===== config.mk =====
export PLATFORM = sky130hd
export DESIGN_NAME = nps_ctrl
export DESIGN_NICKNAME = d
export VERILOG_FILES = /design/src/rtl/nps_pkg.sv /design/src/rtl/nps_ctrl.sv
export SDC_FILE = /design/constraint.sdc
export NUM_CORES = 1
export LEC_CHECK = 0
export ABC_CLOCK_PERIOD_IN_PS = 2520
export BUFFER_PORTS_ARGS = -buffer_cell sky130_fd_sc_hd__buf_4
export CORE_MARGIN = 4
export CORE_UTILIZATION = 48
export DETAILED_ROUTE_END_ITERATION = 8
export GPL_TIMING_DRIVEN = 0
export PLACE_DENSITY = 0.81
export SLEW_MARGIN = 5
export SYNTH_ARGS = -nofsm -noshare
export SYNTH_HDL_FRONTEND = slang
export SYNTH_SLANG_ARGS = --single-unit

===== constraint.sdc =====
create_clock -name clk -period 2.52 [get_ports clk]
set_input_delay 0.126 -clock clk [delete_from_list [all_inputs] [get_ports clk]]
set_output_delay 0.126 -clock clk [all_outputs]
set_load 0.02 [all_outputs]

===== src/rtl/nps_pkg.sv =====
// ----------------------------------------------------------------------------
// nps_pkg
// Shared types and constants of the next-prime incremental sieve: the command
// and status bundles between the controller and the datapath, and the table
// contents after reset.
// ----------------------------------------------------------------------------
package nps_pkg;

    // Table entries present after reset: the first three primes and their seed multiples
    localparam int unsigned INIT_ENTRIES = 3;
    localparam int unsigned INIT_PRIMES [INIT_ENTRIES] = '{2, 3, 5};
    localparam int unsigned INIT_MULTS  [INIT_ENTRIES] = '{6, 9, 15};

    typedef struct packed {
        logic init_wr;    // write one reset entry of the tables
        logic load_q;     // capture the query
        logic seg_begin;  // compute segment end, restart flag clear
        logic clr_step;   // clear one sieve flag
        logic i_first;    // restart marking at prime index 1
        logic m_read;     // read prime and multiple at index i
        logic m_load;     // load multiple and step (twice the prime)
        logic m_step;     // mark one multiple and advance it
        logic m_wb;       // write back the multiple, advance i
        logic s_first;    // first candidate of the segment
        logic s_read;     // read the flag of the candidate
        logic s_append;   // append the candidate as a prime
        logic s_skip;     // drop the candidate
        logic seg_end;    // move segment start to segment end
        logic b_first;    // open the search range
        logic b_read;     // read the middle entry
        logic b_upd;      // narrow the search range
        logic f_read;     // read the entry found
        logic res_load;   // load the result register
    } nps_cmd_t;

    typedef struct packed {
        logic init_last;
        logic need_sieve;
        logic clr_last;
        logic m_lt_end;
        logic i_last;
        logic n_done;
        logic flag_set;
        logic table_full;
        logic search_done;
        logic out_free;
    } nps_status_t;

endpackage


===== src/rtl/nps_ctrl.sv =====
// ----------------------------------------------------------------------------
// nps_ctrl
// Controller of the next-prime sieve: sequences table initialisation, segment
// sieving (clear, mark, collect) and the binary search over the prime table.
// ----------------------------------------------------------------------------
module nps_ctrl (
    input  logic                 clk,
    input  logic                 rst_n,
    input  logic                 query_valid,
    output logic                 query_ready,
    input  nps_pkg::nps_status_t st,
    output nps_pkg::nps_cmd_t    cmd
);
    import nps_pkg::*;

    typedef enum logic [11:0] {
        S_INIT  = 12'b000000000001,
        S_IDLE  = 12'b000000000010,
        S_CHECK = 12'b000000000100,
        S_CLR   = 12'b000000001000,
        S_MRD   = 12'b000000010000,
        S_MWAIT = 12'b000000100000,
        S_MSTEP = 12'b000001000000,
        S_SRD   = 12'b000010000000,
        S_SCHK  = 12'b000100000000,
        S_BRD   = 12'b001000000000,
        S_BCHK  = 12'b010000000000,
        S_DONE  = 12'b100000000000
    } state_t;

    state_t state_reg, state_next;

    always_ff @(posedge clk or negedge rst_n)
    begin
        if (!rst_n)
        begin
            state_reg <= S_INIT;
        end
        else
        begin
            state_reg <= state_next;
        end
    end

    always_comb
    begin
        state_next  = state_reg;
        cmd         = '0;
        query_ready = 1'b0;
        unique case (state_reg)
            S_INIT:
            begin
                cmd.init_wr = 1'b1;
                if (st.init_last)
                begin
                    state_next = S_IDLE;
                end
            end
            S_IDLE:
            begin
                query_ready = 1'b1;
                if (query_valid)
                begin
                    cmd.load_q = 1'b1;
                    state_next = S_CHECK;
                end
            end
            S_CHECK:
            begin
                if (st.need_sieve)
                begin
                    cmd.seg_begin = 1'b1;
                    state_next    = S_CLR;
                end
                else
                begin
                    cmd.b_first = 1'b1;
                    state_next  = S_BRD;
                end
            end
            S_CLR:
            begin
                cmd.clr_step = 1'b1;
                if (st.clr_last)
                begin
                    cmd.i_first = 1'b1;
                    state_next  = S_MRD;
                end
            end
            S_MRD:
            begin
                cmd.m_read = 1'b1;
                state_next = S_MWAIT;
            end
            S_MWAIT:
            begin
                cmd.m_load = 1'b1;
                state_next = S_MSTEP;
            end
            S_MSTEP:
            begin
                if (st.m_lt_end)
                begin
                    cmd.m_step = 1'b1;
                end
                else
                begin
                    cmd.m_wb = 1'b1;
                    if (st.i_last)
                    begin
                        cmd.s_first = 1'b1;
                        state_next  = S_SRD;
                    end
                    else
                    begin
                        state_next = S_MRD;
                    end
                end
            end
            S_SRD:
            begin
                if (st.n_done)
                begin
                    cmd.seg_end = 1'b1;
                    state_next  = S_CHECK;
                end
                else
                begin
                    cmd.s_read = 1'b1;
                    state_next = S_SCHK;
                end
            end
            S_SCHK:
            begin
                if (st.flag_set)
                begin
                    cmd.s_skip = 1'b1;
                    state_next = S_SRD;
                end
                else if (st.table_full)
                begin
                    // table full: stop sieving and answer from what is stored
                    cmd.seg_end = 1'b1;
                    cmd.b_first = 1'b1;
                    state_next  = S_BRD;
                end
                else
                begin
                    cmd.s_append = 1'b1;
                    state_next   = S_SRD;
                end
            end
            S_BRD:
            begin
                if (st.search_done)
                begin
                    cmd.f_read = 1'b1;
                    state_next = S_DONE;
                end
                else
                begin
                    cmd.b_read = 1'b1;
                    state_next = S_BCHK;
                end
            end
            S_BCHK:
            begin
                cmd.b_upd  = 1'b1;
                state_next = S_BRD;
            end
            S_DONE:
            begin
                if (st.out_free)
                begin
                    cmd.res_load = 1'b1;
                    state_next   = S_IDLE;
                end
            end
            default:
            begin
                state_next = S_INIT;
            end
        endcase
    end

    a_one_action_in_mark: assert property (@(posedge clk) disable iff (!rst_n)
        !(cmd.m_step && cmd.m_wb))
        else $error("mark step and write-back in the same cycle");

    a_seg_begin_to_clear: assert property (@(posedge clk) disable iff (!rst_n)
        cmd.seg_begin |=> state_reg == S_CLR)
        else $error("segment start not followed by flag clear");

    a_done_waits: assert property (@(posedge clk) disable iff (!rst_n)
        (state_reg == S_DONE && !st.out_free) |=> state_reg == S_DONE)
        else $error("result dropped while output stalled");

endmodule


==> impl_metrics.json <==
{
  "timing.final.crit_period_ns": 2.41,
  "initial_core_util_pct": 52.1,
  "mostFrequentLayoutCell": "sky130_fd_sc_hd__buf_4",
  "post_route_standard_cell_area_excluding_fillers_um2": 1250,
  "leakagePower_nw": 0.614,
  "seq_area_frac_synth_pct": 32.8,
  "placedInstanceArea_um2": 1190,
  "finalNetCount": 161,
  "post-synth-top-area-fraction_pct": 29.9,
  "yosys_register_bits": 12,
  "worst_slew_pin_slew_ns": 0.642,
  "most_used_cells_in_the_layout_excluding_fill_and_tap_cells": "sky130_fd_sc_hd__buf_4 (34), sky130_fd_sc_hd__nor2_1 (10), sky130_fd_sc_hd__dfrtp_1 (10), sky130_fd_sc_hd__inv_1 (7), sky130_fd_sc_hd__nor4_1 (7)",
  "die-width_um": 51.8,
  "syn-num-nets": 124,
  "synth.top_cells.by_area": "sky130_fd_sc_hd__dfrtp_1 (30%), sky130_fd_sc_hd__nor4_1 (5.4%), sky130_fd_sc_hd__nor2_1 (4.5%)",
  "grt_antenna_before_repair": 0,
  "critical_path_class": "reg2out",
  "global_route.overflow_total": 0,
  "detail_route.first_pass.iterations": 4,
  "vias": 975,
  "worstHoldPathType": "in2reg",
  "run_status": "finished, final reports clean",
  "syn_inst": 111,
  "setup_repair_after_global_routing_missed_its_margin": "false",
  "relative_contribution_of_combinational_cells_to_total_power_pct": 53.6,
  "netlist-cell-type-count": 43,
  "fin_crit_sh_pct": 95.5,
  "die_height_um": 51.8,
  "max-clock-path-buffers": 2,
  "largest_register_ffs": 12,
  "num_rows": 15,
  "power.density_cell_area_nw_per_um2": 653,
  "fp.dieArea_um2": 2680,
  "cts_tree": "yes",
  "crit_path_start_kind": "flip-flop",
  "clock-sinks": 12,
  "net-switching-power_w": 0.000336,
  "timing.fmax_mhz": 416,
  "worstHoldPathCells": 2,
  "detailedRoute.firstIterationViolations": 24,
  "fin_cells": 172,
  "detail-route-antenna-nets": 0,
  "clk_pin_slew_ns": 0.07,
  "port_buffers": 32,
  "worst-r2r-cell-count": 4,
  "timing.setup.tns_ns": 0,
  "finalHoldViolations": 0,
  "dp.final_hpwl_um": 1840,
  "synth_top_area_cell": "sky130_fd_sc_hd__dfrtp_1",
  "clock_skew_ns": 0.0112,
  "yosysWarnings": 0,
  "tritoncts.num_buffers": 3,
  "gp_congestion": 0.895,
  "finalMaxSlewViolations": 0,
  "maxSlewHeadroom_pct": 56.8,
  "first_global_vias": 965,
  "required_arrival_time_at_the_worst_endpoint_ns": 2.39,
  "grt_pass1_wl_um": 4080,
  "power_report.internal_total_w": 0.000480,
  "io-pin-count": 33,
  "htreeDepth": 1,
  "grt_max_degree": 13,
  "cp-end-kind": "output port",
  "number_of_violations_of_the_max_capacitance_limit": 0,
  "dp.cells": 168,
  "worst_ir_drop_vdd_mv": 0.690,
  "post-route-drc-count": 0,
  "pwr-share-clk_pct": 14.9,
  "sw_share_pct": 41.2,
  "avgViaCountPerCell": 5.67,
  "syn-cell-area_um2": 920,
  "clk-insertion-delay-late_ns": 0.28,
  "antenna_cells": 0,
  "drive_gt1_share_pct": 36.1,
  "layout-area-overhead-vs-synth_pct": 35.9,
  "core_area_um2": 1760,
  "worst_ep_arrival_time_ns": 2.28,
  "routed_wl_um": 2320,
  "syn_area_per_cell_um2": 8.28,
  "gr-usage-all-layers_pct": 20.0,
  "final-setup-viol-count": 0,
  "sequentialPowerShare_pct": 31.6,
  "timing.critical_path.fanout_max": 9,
  "cts_root_buffer": "sky130_fd_sc_hd__clkbuf_4",
  "routed_wire_length_per_instance_um": 13.5
}
## per-layer routing
| layer | vias to the layer above | track usage (%) | routed length, um |
|---|---|---|---|
| met1 | 450 | 26.7 | 1030 |
| met3 | 4 | 5.73 | 125 |
| met2 | 34 | 31.8 | 1150 |
| met4 | 0 | 5.24 | 17 |
| met5 | - | 0 | 0 |
| li1 | 487 | - | - |
## cell usage after synthesis (all sizes together)
cell / instances
xor2: 1
inv: 7
nand3b: 1
or3: 2
nor3: 3
or3b: 2
nand3: 2
nand2b: 3
o311ai: 1
or4: 6
o32ai: 1
and3: 1
clkbuf: 4
nand4: 3
nor4b: 1
a21oi: 2
a41oi: 1
and2: 6
dfstp: 1
nand2: 2
nor4: 8
and4: 1
o211ai: 2
xnor2: 1
nor3b: 4
o2111ai: 1
buf: 2
dfrtp: 11
o21bai: 1
nor2: 11
and3b: 1
or2: 4
o22ai: 1
or4b: 2
a21o: 1
o21ai: 6
nor2b: 3
a2111oi: 1
## kinds of logic after synthesis
| kind of cell | Yosys count | synth area share, % |
|---|---|---|
| xor gates and xnor gates | 2 | 1.91 |
| and+or+nand+nor | 66 | 45.7 |
| AOI/OAI and AO/OA | 18 | 13.1 |
| buffers and inverters | 13 | 6.53 |
| DFF | 12 | 32.8 |
## path summary, 6_finish.rpt
kind                                             endpoint  slack, ns                     start
worst max-delay path                              cmd[13]       0.11  state_reg[2]$_DFFE_PN0P_
worst min-delay path            state_reg[10]$_DFFE_PN0P_       0.02                     st[1]
worst max register to register   state_reg[1]$_DFFE_PN0P_       0.36  state_reg[9]$_DFFE_PN0P_
worst min register to register   state_reg[0]$_DFFE_PN1P_       0.54  state_reg[0]$_DFFE_PN1P_
max in group asynchronous        state_reg[0]$_DFFE_PN1P_       2.05                     rst_n
min in group asynchronous        state_reg[5]$_DFFE_PN0P_       0.22                     rst_n
## power by group through the flow
stage          sequential (W)  combinational [W]  clock [W]
6_report             0.000258           0.000437   0.000121
5_1_grt              0.000264           0.000476   0.000138
4_1_cts              0.000254           0.000424   0.000126
3_5_place_dp         0.000258           0.000416          0
3_3_place_gp         0.000257           0.000409          0
2_1_floorplan        0.000250           0.000303          0
## layout make-up
cell class                 count  area (um2)
timing repair buffer          34         258
fill                         156         514
buffer                         4        26.3
inverter                       7        26.3
sequential                    12         303
multi-input combinational     86         579
clock buffer                   4        26.3
tap                           25        31.3
## critical path, cell delays in order, from the launching register on
cell and delay (ns):
sky130_fd_sc_hd__dfrtp_2 0.45, sky130_fd_sc_hd__or4_4 0.52, sky130_fd_sc_hd__buf_6 0.16, sky130_fd_sc_hd__or4_4 0.49, sky130_fd_sc_hd__nor3b_1 0.21, sky130_fd_sc_hd__buf_4 0.17
## through the flow
| step | hold WS [ns] | power, W | util [%] | setup WS, ns |
|---|---|---|---|---|
| floorplan | -0.170 | 0.000553 | - | 0.138 |
| global placement | -0.0251 | 0.000665 | 67.5 | 0.303 |
| detailed placement | -0.0275 | 0.000674 | 67.5 | 0.244 |
| CTS | 0.0128 | 0.000804 | 70.1 | 0.0304 |
| global route | 0.0157 | 0.000877 | 70.9 | 0.0165 |
| finish | 0.0178 | 0.000816 | 70.9 | 0.114 |
## what timing repair did
item / in CTS / in global routing
setup endpoints to repair: 3 / 7
pin swaps: 0 / 0
hold buffers: 1 / 0
hold endpoints to repair: 12 / 0
resized for setup: 2 / 3
setup buffers: 0 / 1
Note: power is estimated with default switching activity, not from simulation.
